`src/design/csem_pkg.sv`:
```
`timescale 1ns / 1ps
// ----------------------------------------------------------------------------
// Counting semaphore table package
// Shared types, constants and helper functions for the semaphore table.
// ----------------------------------------------------------------------------
package csem_pkg;

  localparam int NSEM  = 64;
  localparam int NPROC = 16;
  localparam int IDX_W = $clog2(NSEM);

  localparam logic signed [15:0] CNT_MIN = 16'sh8000;

  typedef enum logic [2:0] {
    CMD_CREATE  = 3'd0,
    CMD_DELETE  = 3'd1,
    CMD_RESET   = 3'd2,
    CMD_SIGNAL  = 3'd3,
    CMD_SIGNALN = 3'd4,
    CMD_TRYWAIT = 3'd5,
    CMD_WAIT    = 3'd6,
    CMD_QUERY   = 3'd7
  } cmd_e;

  typedef enum logic [2:0] {
    ST_OK         = 3'd0,
    ST_BAD        = 3'd1,
    ST_OVF        = 3'd2,
    ST_WOULD      = 3'd3,
    ST_BLOCKED    = 3'd4,
    ST_BY_SIGNAL  = 3'd5,
    ST_BY_DELETE  = 3'd6,
    ST_BY_RESET   = 3'd7
  } status_e;

  typedef enum logic [2:0] {
    S_IDLE,
    S_READ,
    S_EXEC,
    S_WAKE,
    S_FINAL
  } state_e;

  typedef struct packed {
    cmd_e               cmd;
    logic [7:0]         sem_id;
    logic signed [15:0] value;
    logic [3:0]         proc_id;
  } in_t;

  typedef struct packed {
    status_e            status;
    logic [7:0]         result_id;
    logic signed [15:0] count_value;
    logic [3:0]         woken_proc;
    logic               last;
  } out_t;

  // Request after front-end classification
  typedef struct packed {
    in_t  req;
    logic id_in_range;
    logic val_neg;
  } item_t;

  typedef struct packed {
    logic             found;
    logic [IDX_W-1:0] idx;
  } free_t;

  // Highest-numbered free entry
  function automatic free_t find_free(input logic [NSEM-1:0] used);
    free_t r;
    r = '0;
    for (int i = 0; i < NSEM; i++) begin
      if (!used[i]) begin
        r.found = 1'b1;
        r.idx   = IDX_W'(i);
      end
    end
    return r;
  endfunction

endpackage

```
`src/design/csem_front.sv`:
```
`timescale 1ns / 1ps
// ----------------------------------------------------------------------------
// Semaphore table front end
// Accepts requests, classifies them and holds them in a two-entry queue.
// ----------------------------------------------------------------------------
module csem_front (
  input  logic             clk_i,
  input  logic             rst_ni,
  input  logic             in_valid_i,
  output logic             in_stall_o,
  input  csem_pkg::in_t    in_data_i,
  output logic             item_valid_o,
  input  logic             item_pop_i,
  output csem_pkg::item_t  item_o
);

  csem_pkg::item_t mem_q [2];
  logic            wr_q, wr_d, rd_q, rd_d;
  logic [1:0]      cnt_q, cnt_d;
  logic            push, pop;
  csem_pkg::item_t cls;

  // Classify the incoming request
  always_comb begin
    cls.req         = in_data_i;
    cls.id_in_range = ({1'b0, in_data_i.sem_id} < 9'(csem_pkg::NSEM));
    cls.val_neg     = in_data_i.value[15];
  end

  assign in_stall_o   = (cnt_q == 2'd2);
  assign item_valid_o = (cnt_q != 2'd0);
  assign item_o       = mem_q[rd_q];
  assign push         = in_valid_i && !in_stall_o;
  assign pop          = item_pop_i && item_valid_o;

  // Queue pointers
  always_comb begin
    wr_d  = push ? !wr_q : wr_q;
    rd_d  = pop ? !rd_q : rd_q;
    cnt_d = cnt_q + {1'b0, push} - {1'b0, pop};
  end

  always_ff @(posedge clk_i or negedge rst_ni) begin
    if (!rst_ni) begin
      wr_q  <= 1'b0;
      rd_q  <= 1'b0;
      cnt_q <= 2'd0;
    end else begin
      wr_q  <= wr_d;
      rd_q  <= rd_d;
      cnt_q <= cnt_d;
    end
  end

  // Queue storage
  always_ff @(posedge clk_i) begin
    if (push) begin
      mem_q[wr_q] <= cls;
    end
  end

endmodule

```
`src/design/csem_outbuf.sv`:
```
`timescale 1ns / 1ps
// ----------------------------------------------------------------------------
// Semaphore table result buffer
// Two-entry queue that decouples the engine from a stalling receiver.
// ----------------------------------------------------------------------------
module csem_outbuf (
  input  logic           clk_i,
  input  logic           rst_ni,
  input  logic           push_i,
  input  csem_pkg::out_t push_data_i,
  output logic           full_o,
  output logic           out_valid_o,
  input  logic           out_stall_i,
  output csem_pkg::out_t out_data_o
);

  csem_pkg::out_t mem_q [2];
  logic           wr_q, wr_d, rd_q, rd_d;
  logic [1:0]     cnt_q, cnt_d;
  logic           push, pop;

  assign full_o      = (cnt_q == 2'd2);
  assign out_valid_o = (cnt_q != 2'd0);
  assign out_data_o  = mem_q[rd_q];
  assign push        = push_i && !full_o;
  assign pop         = out_valid_o && !out_stall_i;

  // Queue pointers
  always_comb begin
    wr_d  = push ? !wr_q : wr_q;
    rd_d  = pop ? !rd_q : rd_q;
    cnt_d = cnt_q + {1'b0, push} - {1'b0, pop};
  end

  always_ff @(posedge clk_i or negedge rst_ni) begin
    if (!rst_ni) begin
      wr_q  <= 1'b0;
      rd_q  <= 1'b0;
      cnt_q <= 2'd0;
    end else begin
      wr_q  <= wr_d;
      rd_q  <= rd_d;
      cnt_q <= cnt_d;
    end
  end

  always_ff @(posedge clk_i) begin
    if (push) begin
      mem_q[wr_q] <= push_data_i;
    end
  end

endmodule

```
`src/design/csem_back.sv`:
```
`timescale 1ns / 1ps
// ----------------------------------------------------------------------------
// Semaphore table engine
// Executes one request at a time against the count and wait-queue memories.
// ----------------------------------------------------------------------------
module csem_back (
  input  logic            clk_i,
  input  logic            rst_ni,
  input  logic            item_valid_i,
  output logic            item_pop_o,
  input  csem_pkg::item_t item_i,
  input  logic            out_full_i,
  output logic            out_push_o,
  output csem_pkg::out_t  out_data_o
);

  localparam int IW = csem_pkg::IDX_W;

  csem_pkg::state_e state_q, state_d;
  csem_pkg::item_t  item_q, item_d;

  logic [csem_pkg::NSEM-1:0]  used_q, used_d;
  logic [csem_pkg::NSEM-1:0]  nonempty_q, nonempty_d;
  logic [csem_pkg::NPROC-1:0] waiting_q, waiting_d;
  logic [3:0]                 next_q [csem_pkg::NPROC];

  // Per-semaphore memories
  logic signed [15:0] cnt_mem  [csem_pkg::NSEM];
  logic [3:0]         head_mem [csem_pkg::NSEM];
  logic [3:0]         tail_mem [csem_pkg::NSEM];
  logic signed [15:0] rd_cnt_q;
  logic [3:0]         rd_head_q, rd_tail_q;

  // Wake walk state
  logic [3:0]         head_q, head_d, tail_q, tail_d;
  logic [15:0]        rem_q, rem_d;
  logic               all_q, all_d;
  csem_pkg::status_e  wst_q, wst_d;
  logic signed [15:0] wcnt_q, wcnt_d;
  csem_pkg::out_t     fin_q, fin_d;

  // Memory write ports
  logic               cnt_we, head_we, tail_we;
  logic [IW-1:0]      cnt_wa;
  logic signed [15:0] cnt_wd;
  logic [3:0]         head_wd, tail_wd;
  logic               next_we;
  logic [3:0]         next_wa, next_wd;

  logic [IW-1:0]      idx;
  logic               id_ok;
  csem_pkg::free_t    fr;
  logic signed [15:0] c, v, n, cm1;
  logic [16:0]        sum;
  logic [3:0]         p, wp, nh;
  logic               go_wake, last_pop;

  assign idx   = item_q.req.sem_id[IW-1:0];
  assign id_ok = item_q.id_in_range && used_q[idx];
  assign fr    = csem_pkg::find_free(used_q);
  assign c     = rd_cnt_q;
  assign v     = item_q.req.value;
  assign p     = item_q.req.proc_id;
  assign n     = (item_q.req.cmd == csem_pkg::CMD_SIGNAL) ? 16'sd1 : v;
  assign sum   = {c[15], c} + {n[15], n};
  assign cm1   = c - 16'sd1;
  assign wp    = head_q;
  assign nh    = next_q[wp];
  assign last_pop = (wp == tail_q) || (!all_q && (rem_q == 16'd1));

  // Decision for the addressed semaphore
  always_comb begin
    fin_d   = fin_q;
    go_wake = 1'b0;
    wst_d   = wst_q;
    wcnt_d  = wcnt_q;
    rem_d   = rem_q;
    all_d   = all_q;
    head_d  = head_q;
    tail_d  = tail_q;
    used_d  = used_q;
    nonempty_d = nonempty_q;
    waiting_d  = waiting_q;
    cnt_we  = 1'b0;
    cnt_wa  = idx;
    cnt_wd  = cm1;
    head_we = 1'b0;
    head_wd = p;
    tail_we = 1'b0;
    tail_wd = p;
    next_we = 1'b0;
    next_wa = rd_tail_q;
    next_wd = p;
    if (state_q == csem_pkg::S_EXEC) begin
      fin_d.status      = csem_pkg::ST_OK;
      fin_d.result_id   = item_q.req.sem_id;
      fin_d.count_value = c;
      fin_d.woken_proc  = 4'd0;
      fin_d.last        = 1'b1;
      head_d = rd_head_q;
      tail_d = rd_tail_q;
      rem_d  = n;
      all_d  = 1'b1;
      wcnt_d = v;
      if (item_q.req.cmd == csem_pkg::CMD_CREATE) begin
        if (item_q.val_neg || !fr.found) begin
          fin_d.status      = csem_pkg::ST_BAD;
          fin_d.result_id   = 8'd0;
          fin_d.count_value = 16'sd0;
        end else begin
          fin_d.result_id   = 8'(fr.idx);
          fin_d.count_value = v;
          cnt_we = 1'b1;
          cnt_wa = fr.idx;
          cnt_wd = v;
          used_d[fr.idx] = 1'b1;
        end
      end else if (!id_ok) begin
        fin_d.status      = csem_pkg::ST_BAD;
        fin_d.count_value = 16'sd0;
      end else begin
        case (item_q.req.cmd)
          csem_pkg::CMD_DELETE: begin
            fin_d.count_value = 16'sd0;
            used_d[idx] = 1'b0;
            go_wake = nonempty_q[idx];
            wst_d   = csem_pkg::ST_BY_DELETE;
            wcnt_d  = 16'sd0;
          end
          csem_pkg::CMD_RESET: begin
            if (item_q.val_neg) begin
              fin_d.status = csem_pkg::ST_BAD;
            end else begin
              fin_d.count_value = v;
              cnt_we  = 1'b1;
              cnt_wd  = v;
              go_wake = nonempty_q[idx];
              wst_d   = csem_pkg::ST_BY_RESET;
            end
          end
          csem_pkg::CMD_SIGNAL, csem_pkg::CMD_SIGNALN: begin
            if (n[15] || (n == 16'sd0)) begin
              fin_d.status = csem_pkg::ST_OK;
            end else if (!sum[16] && sum[15]) begin
              fin_d.status = csem_pkg::ST_OVF;
            end else begin
              fin_d.count_value = sum[15:0];
              cnt_we  = 1'b1;
              cnt_wd  = sum[15:0];
              go_wake = nonempty_q[idx];
              wst_d   = csem_pkg::ST_BY_SIGNAL;
              wcnt_d  = sum[15:0];
              all_d   = 1'b0;
            end
          end
          csem_pkg::CMD_TRYWAIT: begin
            if (c == csem_pkg::CNT_MIN) begin
              fin_d.status = csem_pkg::ST_OVF;
            end else if (c <= 16'sd0) begin
              fin_d.status = csem_pkg::ST_WOULD;
            end else begin
              fin_d.count_value = cm1;
              cnt_we = 1'b1;
            end
          end
          csem_pkg::CMD_WAIT: begin
            if (c == csem_pkg::CNT_MIN) begin
              fin_d.status = csem_pkg::ST_OVF;
            end else if (c > 16'sd0) begin
              fin_d.count_value = cm1;
              cnt_we = 1'b1;
            end else if (waiting_q[p]) begin
              fin_d.status = csem_pkg::ST_BAD;
            end else begin
              // Append the caller to the wait queue
              fin_d.status      = csem_pkg::ST_BLOCKED;
              fin_d.count_value = cm1;
              cnt_we  = 1'b1;
              tail_we = 1'b1;
              if (nonempty_q[idx]) begin
                next_we = 1'b1;
              end else begin
                head_we = 1'b1;
              end
              nonempty_d[idx] = 1'b1;
              waiting_d[p]    = 1'b1;
            end
          end
          default: begin
            fin_d.status = csem_pkg::ST_OK;
          end
        endcase
      end
    end else if ((state_q == csem_pkg::S_WAKE) && !out_full_i) begin
      // Pop one waiter per cycle while the result queue has room
      waiting_d[wp] = 1'b0;
      head_d  = nh;
      rem_d   = rem_q - 16'd1;
      head_we = 1'b1;
      head_wd = nh;
      if (wp == tail_q) begin
        nonempty_d[idx] = 1'b0;
      end
    end
  end

  // Next state
  always_comb begin
    state_d = state_q;
    case (state_q)
      csem_pkg::S_IDLE:  if (item_valid_i) state_d = csem_pkg::S_READ;
      csem_pkg::S_READ:  state_d = csem_pkg::S_EXEC;
      csem_pkg::S_EXEC:  state_d = go_wake ? csem_pkg::S_WAKE : csem_pkg::S_FINAL;
      csem_pkg::S_WAKE:  if (!out_full_i && last_pop) state_d = csem_pkg::S_FINAL;
      csem_pkg::S_FINAL: if (!out_full_i) state_d = csem_pkg::S_IDLE;
      default:           state_d = csem_pkg::S_IDLE;
    endcase
  end

  // Handshake and result outputs
  always_comb begin
    item_pop_o = (state_q == csem_pkg::S_IDLE) && item_valid_i;
    item_d     = item_pop_o ? item_i : item_q;
    out_push_o = 1'b0;
    out_data_o = fin_q;
    case (state_q)
      csem_pkg::S_WAKE: begin
        out_push_o             = !out_full_i;
        out_data_o.status      = wst_q;
        out_data_o.result_id   = item_q.req.sem_id;
        out_data_o.count_value = wcnt_q;
        out_data_o.woken_proc  = wp;
        out_data_o.last        = 1'b0;
      end
      csem_pkg::S_FINAL: begin
        out_push_o = !out_full_i;
      end
      default: begin
        out_push_o = 1'b0;
      end
    endcase
  end

  always_ff @(posedge clk_i or negedge rst_ni) begin
    if (!rst_ni) begin
      state_q    <= csem_pkg::S_IDLE;
      used_q     <= '0;
      nonempty_q <= '0;
      waiting_q  <= '0;
    end else begin
      state_q    <= state_d;
      used_q     <= used_d;
      nonempty_q <= nonempty_d;
      waiting_q  <= waiting_d;
    end
  end

  // Working registers
  always_ff @(posedge clk_i) begin
    item_q <= item_d;
    fin_q  <= fin_d;
    wst_q  <= wst_d;
    wcnt_q <= wcnt_d;
    rem_q  <= rem_d;
    all_q  <= all_d;
    head_q <= head_d;
    tail_q <= tail_d;
    if (next_we) begin
      next_q[next_wa] <= next_wd;
    end
  end

  // Memories with registered read
  always_ff @(posedge clk_i) begin
    if (cnt_we) begin
      cnt_mem[cnt_wa] <= cnt_wd;
    end
    if (head_we) begin
      head_mem[idx] <= head_wd;
    end
    if (tail_we) begin
      tail_mem[idx] <= tail_wd;
    end
    rd_cnt_q  <= cnt_mem[idx];
    rd_head_q <= head_mem[idx];
    rd_tail_q <= tail_mem[idx];
  end

endmodule

```
`src/design/counting_semaphore_table.sv`:
```
`timescale 1ns / 1ps
// ----------------------------------------------------------------------------
// Counting semaphore table
// Table of counting semaphores with per-semaphore FIFO wait queues.
// ----------------------------------------------------------------------------
// Usage:
//   Requests enter on in_valid_i/in_stall_o with in_data_i; a transfer
//   happens when valid is high and stall is low. Results leave on
//   out_valid_o/out_stall_i with out_data_o in the same way.
//   Each request gives one result per process it wakes (last = 0) and then
//   one final result (last = 1).
//   In the engine a request passes through queue pop, memory read and
//   execute, then gives one wake result per woken process, popping one
//   waiter per cycle while the result queue has room, and then the final
//   result. The engine takes no new request until the final result is
//   pushed.
//   A two-entry input queue takes requests while the engine is busy, and
//   a two-entry result queue lets the engine run while the receiver stalls;
//   when it fills, the engine waits.
//   Reset frees every semaphore and empties all wait queues at once.
// ----------------------------------------------------------------------------
module counting_semaphore_table (
  input  logic           clk_i,
  input  logic           rst_ni,
  input  logic           in_valid_i,
  output logic           in_stall_o,
  input  csem_pkg::in_t  in_data_i,
  output logic           out_valid_o,
  input  logic           out_stall_i,
  output csem_pkg::out_t out_data_o
);

  logic            item_valid, item_pop, out_full, out_push;
  csem_pkg::item_t item;
  csem_pkg::out_t  out_data;

  csem_front u_front (
    .clk_i        (clk_i),
    .rst_ni       (rst_ni),
    .in_valid_i   (in_valid_i),
    .in_stall_o   (in_stall_o),
    .in_data_i    (in_data_i),
    .item_valid_o (item_valid),
    .item_pop_i   (item_pop),
    .item_o       (item)
  );

  csem_back u_back (
    .clk_i        (clk_i),
    .rst_ni       (rst_ni),
    .item_valid_i (item_valid),
    .item_pop_o   (item_pop),
    .item_i       (item),
    .out_full_i   (out_full),
    .out_push_o   (out_push),
    .out_data_o   (out_data)
  );

  csem_outbuf u_outbuf (
    .clk_i       (clk_i),
    .rst_ni      (rst_ni),
    .push_i      (out_push),
    .push_data_i (out_data),
    .full_o      (out_full),
    .out_valid_o (out_valid_o),
    .out_stall_i (out_stall_i),
    .out_data_o  (out_data_o)
  );

endmodule

```
`config.mk`:
```
export PLATFORM = sky130hd
export DESIGN_NAME = counting_semaphore_table
export DESIGN_NICKNAME = d
export VERILOG_FILES = /design/src/design/csem_pkg.sv /design/src/design/csem_front.sv /design/src/design/csem_outbuf.sv /design/src/design/csem_back.sv /design/src/design/counting_semaphore_table.sv
export SDC_FILE = /design/constraint.sdc
export NUM_CORES = 2
export LEC_CHECK = 0
export BUFFER_PORTS_ARGS = -buffer_cell sky130_fd_sc_hd__clkbuf_2
export CORE_MARGIN = 1
export CORE_UTILIZATION = 40
export DETAILED_ROUTE_END_ITERATION = 12
export GPL_TIMING_DRIVEN = 1
export PLACE_DENSITY = 0.57
export SETUP_SLACK_MARGIN = 0.2
export SLEW_MARGIN = 20
export SYNTH_ARGS = -nofsm -noshare
export SYNTH_HDL_FRONTEND = slang
export SYNTH_SLANG_ARGS = --single-unit
```
`constraint.sdc`:
```
create_clock -name clk_i -period 7.5 [get_ports clk_i]
set_input_delay 1.125 -clock clk_i [delete_from_list [all_inputs] [get_ports clk_i]]
set_output_delay 1.125 -clock clk_i [all_outputs]
set_load 0.05 [all_outputs]
```
==> results_tabular.tex <==
\begin{tabular}{lr}
\hline
Metric & Value \\
\hline
\multicolumn{2}{l}{\textbf{Detailed routing}} \\
Post-route DRC & 0 \\
Vias & 51,100 \\
Number of DRC markers after the initial detailed-route iteration & 6,916 \\
Antenna violation net count after detailed routing & 0 \\
Drt via density & 6.24 \\
Number of optimization iterations in the first detailed-route pass & 7 \\
Routed wire per std cell & 30.7 um \\
Total detailed-routing wirelength & 251 mm \\
\multicolumn{2}{l}{\textbf{Global route}} \\
First-pass GRT wire length & 360 mm \\
Vias in the first global route & 48,500 \\
Antenna violations before repair & 11 \\
Maximum number of pins on one net before global-route repair & 130 \\
GRT Total Usage & 0.243 \\
Total congestion overflow after global routing & 0 \\
\multicolumn{2}{l}{\textbf{Yosys}} \\
Total of warnings raised by yosys & 0 \\
Sequential fraction of the synthesis area & 0.739 \\
Combinational family with the most area after synthesis & compound AO/OA/AOI/OAI gates \\
Synth Area in XOR/XNOR & 0.00545 \\
Number of enable-type register cells in the synthesized netlist & 1,830 \\
Fraction of synthesis flops using an asynchronous set or reset pin & 0.0770 \\
Share of synthesized cell area in full adder, half adder and majority cells & 0.00383 \\
Post-Synth Simple-Gate Area & 0.0612 \\
Multiplexer area fraction after synthesis & 0.0217 \\
Post-Synthesis Cells & 5,262 \\
Netlist area before placement & 80,400 sq um \\
Post-Syn Area per Cell & 15.3 sq um \\
Compound-Gate Fraction of Synth Area & 0.147 \\
Number of storage elements in the synthesis netlist & 2,013 \\
Synth Flop Type & sky130\_fd\_sc\_hd\_\_edfxtp\_1 \\
Net Count, Synth & 5,321 \\
Cell variety after synth & 105 \\
\multicolumn{2}{l}{\textbf{STA}} \\
Period utilisation layout & 0.806 \\
Relative max-transition margin & 0.194 \\
Maximum operating frequency & 0.165 GHz \\
Final count of pins violating max slew & 0 \\
Slew @ Worst Pin & 1.20 ns \\
Tmin final & 6.04 ns \\
Setup repair after global routing missed its margin & no \\
Worst Clk Skew & 0.0811 ns \\
Setup Viol. Count Final & 0 \\
Final hold violations & 0 \\
Setup total negative slack & 0 ns \\
\multicolumn{2}{l}{\textbf{Power and ir drop}} \\
Share of total power in combinational logic & 0.336 \\
Power density over cell area & 420 nW/um\^{}2 \\
Switching fraction of total power & 0.386 \\
Switching power of the nets & 14.8 mW \\
Sequential cell fraction of total power & 0.407 \\
Int Power & 23.5 mW \\
Total design power & 38.2 mW \\
Peak supply drop & 494 uV \\
Static leakage & 28.9 nW \\
Share of power burned in the clock network & 0.257 \\
\multicolumn{2}{l}{\textbf{Final layout}} \\
Combined area of the multi-input logic cells & 20,000 sq um \\
Layout cells sized above 1 & 0.148 \\
Sequential cell area in the final layout & 59,400 sq um \\
Leading cell type in the layout, fill and taps excluded & sky130\_fd\_sc\_hd\_\_edfxtp\_1 \\
Post-layout net count & 5,411 \\
Commonest cells after routing, fill and taps aside & sky130\_fd\_sc\_hd\_\_edfxtp\_1 (1,830), sky130\_fd\_sc\_hd\_\_a22oi\_1 (567), sky130\_fd\_sc\_hd\_\_nand2\_1 (315) \\
Area growth, synth to finish & 13.3\% \\
Number of fill cells & 17,300 \\
\multicolumn{2}{l}{\textbf{Setup path}} \\
Worst-path maximum fanout & 22 \\
Required arrival time at the worst endpoint & 7.98 ns \\
Startpoint-to-endpoint class of the critical path & flip-flop to flip-flop \\
Kind of end point of the critical path & flip-flop \\
Worst EP arrival & 6.52 ns \\
Startpoint Class & flip-flop \\
\multicolumn{2}{l}{\textbf{Clock network}} \\
Clock transition at the register clock pins on the worst setup and hold paths after CTS & 0.06 ns \\
Clock tree from TritonCTS & yes \\
Post-cts resize count & 0 \\
Worst skew pair latency & 0.89 ns \\
Postcts setup bufs & 0 \\
Hold-fix buffers, CTS & 0 \\
CTS Root Cell & sky130\_fd\_sc\_hd\_\_clkbuf\_16 \\
Number of levels in the clock H-tree & 4 \\
Buffers from clock root to sink, at most & 3 \\
TritonCTS Sinks & 2,013 \\
Total CTS buffers & 197 \\
\multicolumn{2}{l}{\textbf{Floorplan}} \\
Core area & 200,000 sq um \\
Overall die width & 450 um \\
Die height & 450 um \\
Site Rows & 164 \\
Boundary Pins & 69 \\
Effective utilization at floorplan & 0.403 \\
Full die area & 203,000 sq um \\
\multicolumn{2}{l}{\textbf{Placed design}} \\
Detailed Place HPWL & 156 mm \\
Count of input and output buffers & 68 \\
Routability cong. & 0.981 \\
\multicolumn{2}{l}{\textbf{Status}} \\
Status & finished, final reports clean \\
\multicolumn{2}{l}{\textbf{Flow run}} \\
Number of violations of the max-capacitance limit & 0 \\
\multicolumn{2}{l}{\textbf{Worst hold path}} \\
Tightest Hold Check Type & primary input to asynchronous set/reset pin \\
\hline
\end{tabular}
==> sequential cells by signal, indices dropped and copies added, names as in the netlist, 6 cells and up, named ones only <==
signal,cells
u_back.c,16
u_front.mem_q,64
u_back.waiting_q,16
u_back.wcnt_q,16
u_back.idx,6
u_outbuf.mem_q,64
u_back.item_q,6
u_back.cnt_mem,1024
u_back.tail_mem,256
u_back.rem_q,16
u_back.used_q,64
u_back.head_mem,256
u_back.v,16
u_back.next_q,64
u_back.fin_q,27
==> worst paths after layout <==
path | from | to | slack [ns] | depth (start not counted)
min in group clk_i | in_data_i[21] | u_front.mem_q[1][23] | 0.43 | 1
max in group asynchronous | rst_ni | asynchronous set/reset pin | 6.00 | 2
worst max-delay path | u_back.item_q[32] | u_back.cnt_mem[51][2] | 1.46 | 15
worst max register to register | u_back.item_q[32] | u_back.cnt_mem[51][2] | 1.46 | 15
worst min register to register | u_outbuf.cnt_q[1] | u_outbuf.cnt_q[1] | 0.48 | 1
worst min-delay path | rst_ni | u_front.wr_q | 0.19 | 1
==> stage by stage <==
step	std cells	setup WS, ns	cell area [sq um]	hold slack [ns]	utilization
floorplan	5262	0.845	80400	0.439	-
global placement	7807	1.27	84500	0.472	0.423
detailed placement	7809	1.32	84600	0.461	0.424
CTS	8179	1.29	91000	0.176	0.456
global route	8181	1.11	91100	0.209	0.456
finish	8181	1.46	91100	0.187	0.456
==> area by class of cell <==
class / instances / share of cell area
multi-input combinational: 2852 / 0.220
clock inverter: 106 / 0.0122
inverter: 51 / 0.00212
sequential: 2013 / 0.652
antenna: 2 / 0.0000550
timing repair buffer: 237 / 0.0190
tap: 2656 / 0.0365
clock buffer: 264 / 0.0582
==> per-layer routing <==
layer | up-vias | wire [um] | GRT usage
li1 | 21500 | - | -
met1 | 26200 | 104000 | 0.346
met2 | 2848 | 112000 | 0.363
met3 | 474 | 25300 | 0.0573
met4 | 12 | 8740 | 0.0826
met5 | - | 72 | 0
==> power groups by stage <==
| stage | sequential, mW | combinational [mW] | clock [mW] |
|---|---|---|---|
| final | 15.6 | 12.8 | 9.84 |
| after floorplan | 15.6 | 6.96 | 0 |
| after CTS | 15.5 | 12.7 | 9.97 |
| after detailed placement | 15.8 | 12.7 | 0 |
| after global routing | 15.6 | 13.4 | 10.4 |
| after global placement | 15.7 | 12.6 | 0 |
==> critical path, stage by stage (launching register included) <==
cell and delay [ns]:
sky130_fd_sc_hd__edfxtp_1 0.73, sky130_fd_sc_hd__nand3b_1 0.64, sky130_fd_sc_hd__nand2b_1 0.22, sky130_fd_sc_hd__ha_1 0.29, sky130_fd_sc_hd__fa_1 0.47, sky130_fd_sc_hd__a211o_1 0.32, sky130_fd_sc_hd__a21o_1 0.20, sky130_fd_sc_hd__a21oi_1 0.31
sky130_fd_sc_hd__o21a_1 0.23, sky130_fd_sc_hd__o211ai_1 0.11, sky130_fd_sc_hd__buf_4 0.22, sky130_fd_sc_hd__nor2_2 0.30, sky130_fd_sc_hd__o311ai_4 0.29, sky130_fd_sc_hd__buf_12 0.30, sky130_fd_sc_hd__buf_4 0.26, sky130_fd_sc_hd__nor3_4 0.73
==> cell families (layout without fill, tap and decap cells) <==
logic type,count (synthesis),after routing
flip-flops,2013,2013
XOR/XNOR,50,50
AND/OR/NAND/NOR,988,988
buffers and inverters,397,658
adder cells (fa/ha/maj),24,24
multiplexers,131,131
other,0,2
AO/OA/AOI/OAI,1659,1659
==> Yosys cell counts (22+ instances only) <==
| library cell | count | share of area |
|---|---|---|
| sky130_fd_sc_hd__a21oi_1 | 141 | 0.0088 |
| sky130_fd_sc_hd__a221oi_1 | 131 | 0.014 |
| sky130_fd_sc_hd__a22o_1 | 133 | 0.014 |
| sky130_fd_sc_hd__a22oi_1 | 567 | 0.053 |
| sky130_fd_sc_hd__a31oi_1 | 92 | 0.0072 |
| sky130_fd_sc_hd__a41oi_1 | 40 | 0.0044 |
| sky130_fd_sc_hd__and2_1 | 29 | 0.0023 |
| sky130_fd_sc_hd__buf_1 | 63 | 0.0029 |
| sky130_fd_sc_hd__buf_2 | 45 | 0.0028 |
| sky130_fd_sc_hd__clkbuf_1 | 199 | 0.0093 |
| sky130_fd_sc_hd__dfrtp_1 | 155 | 0.048 |
| sky130_fd_sc_hd__dfxtp_1 | 28 | 0.0070 |
| sky130_fd_sc_hd__edfxtp_1 | 1830 | 0.68 |
| sky130_fd_sc_hd__ha_1 | 23 | 0.0036 |
| sky130_fd_sc_hd__inv_1 | 50 | 0.0023 |
| sky130_fd_sc_hd__mux2_2 | 75 | 0.011 |
| sky130_fd_sc_hd__mux2i_1 | 28 | 0.0035 |
| sky130_fd_sc_hd__mux4_2 | 27 | 0.0076 |
| sky130_fd_sc_hd__nand2_1 | 316 | 0.015 |
| sky130_fd_sc_hd__nand2b_1 | 25 | 0.0019 |
| sky130_fd_sc_hd__nand3_1 | 82 | 0.0051 |
| sky130_fd_sc_hd__nand4_1 | 99 | 0.0077 |
| sky130_fd_sc_hd__nor2_1 | 156 | 0.0073 |
| sky130_fd_sc_hd__nor2_2 | 61 | 0.0047 |
| sky130_fd_sc_hd__nor2b_1 | 22 | 0.0017 |
| sky130_fd_sc_hd__nor3_1 | 88 | 0.0055 |
| sky130_fd_sc_hd__nor4_1 | 22 | 0.0017 |
| sky130_fd_sc_hd__o21ai_0 | 309 | 0.019 |
| sky130_fd_sc_hd__o31ai_1 | 65 | 0.0061 |
| sky130_fd_sc_hd__xnor2_1 | 27 | 0.0029 |
| sky130_fd_sc_hd__xor2_1 | 23 | 0.0025 |
Note: power is estimated with default switching activity, not from simulation.
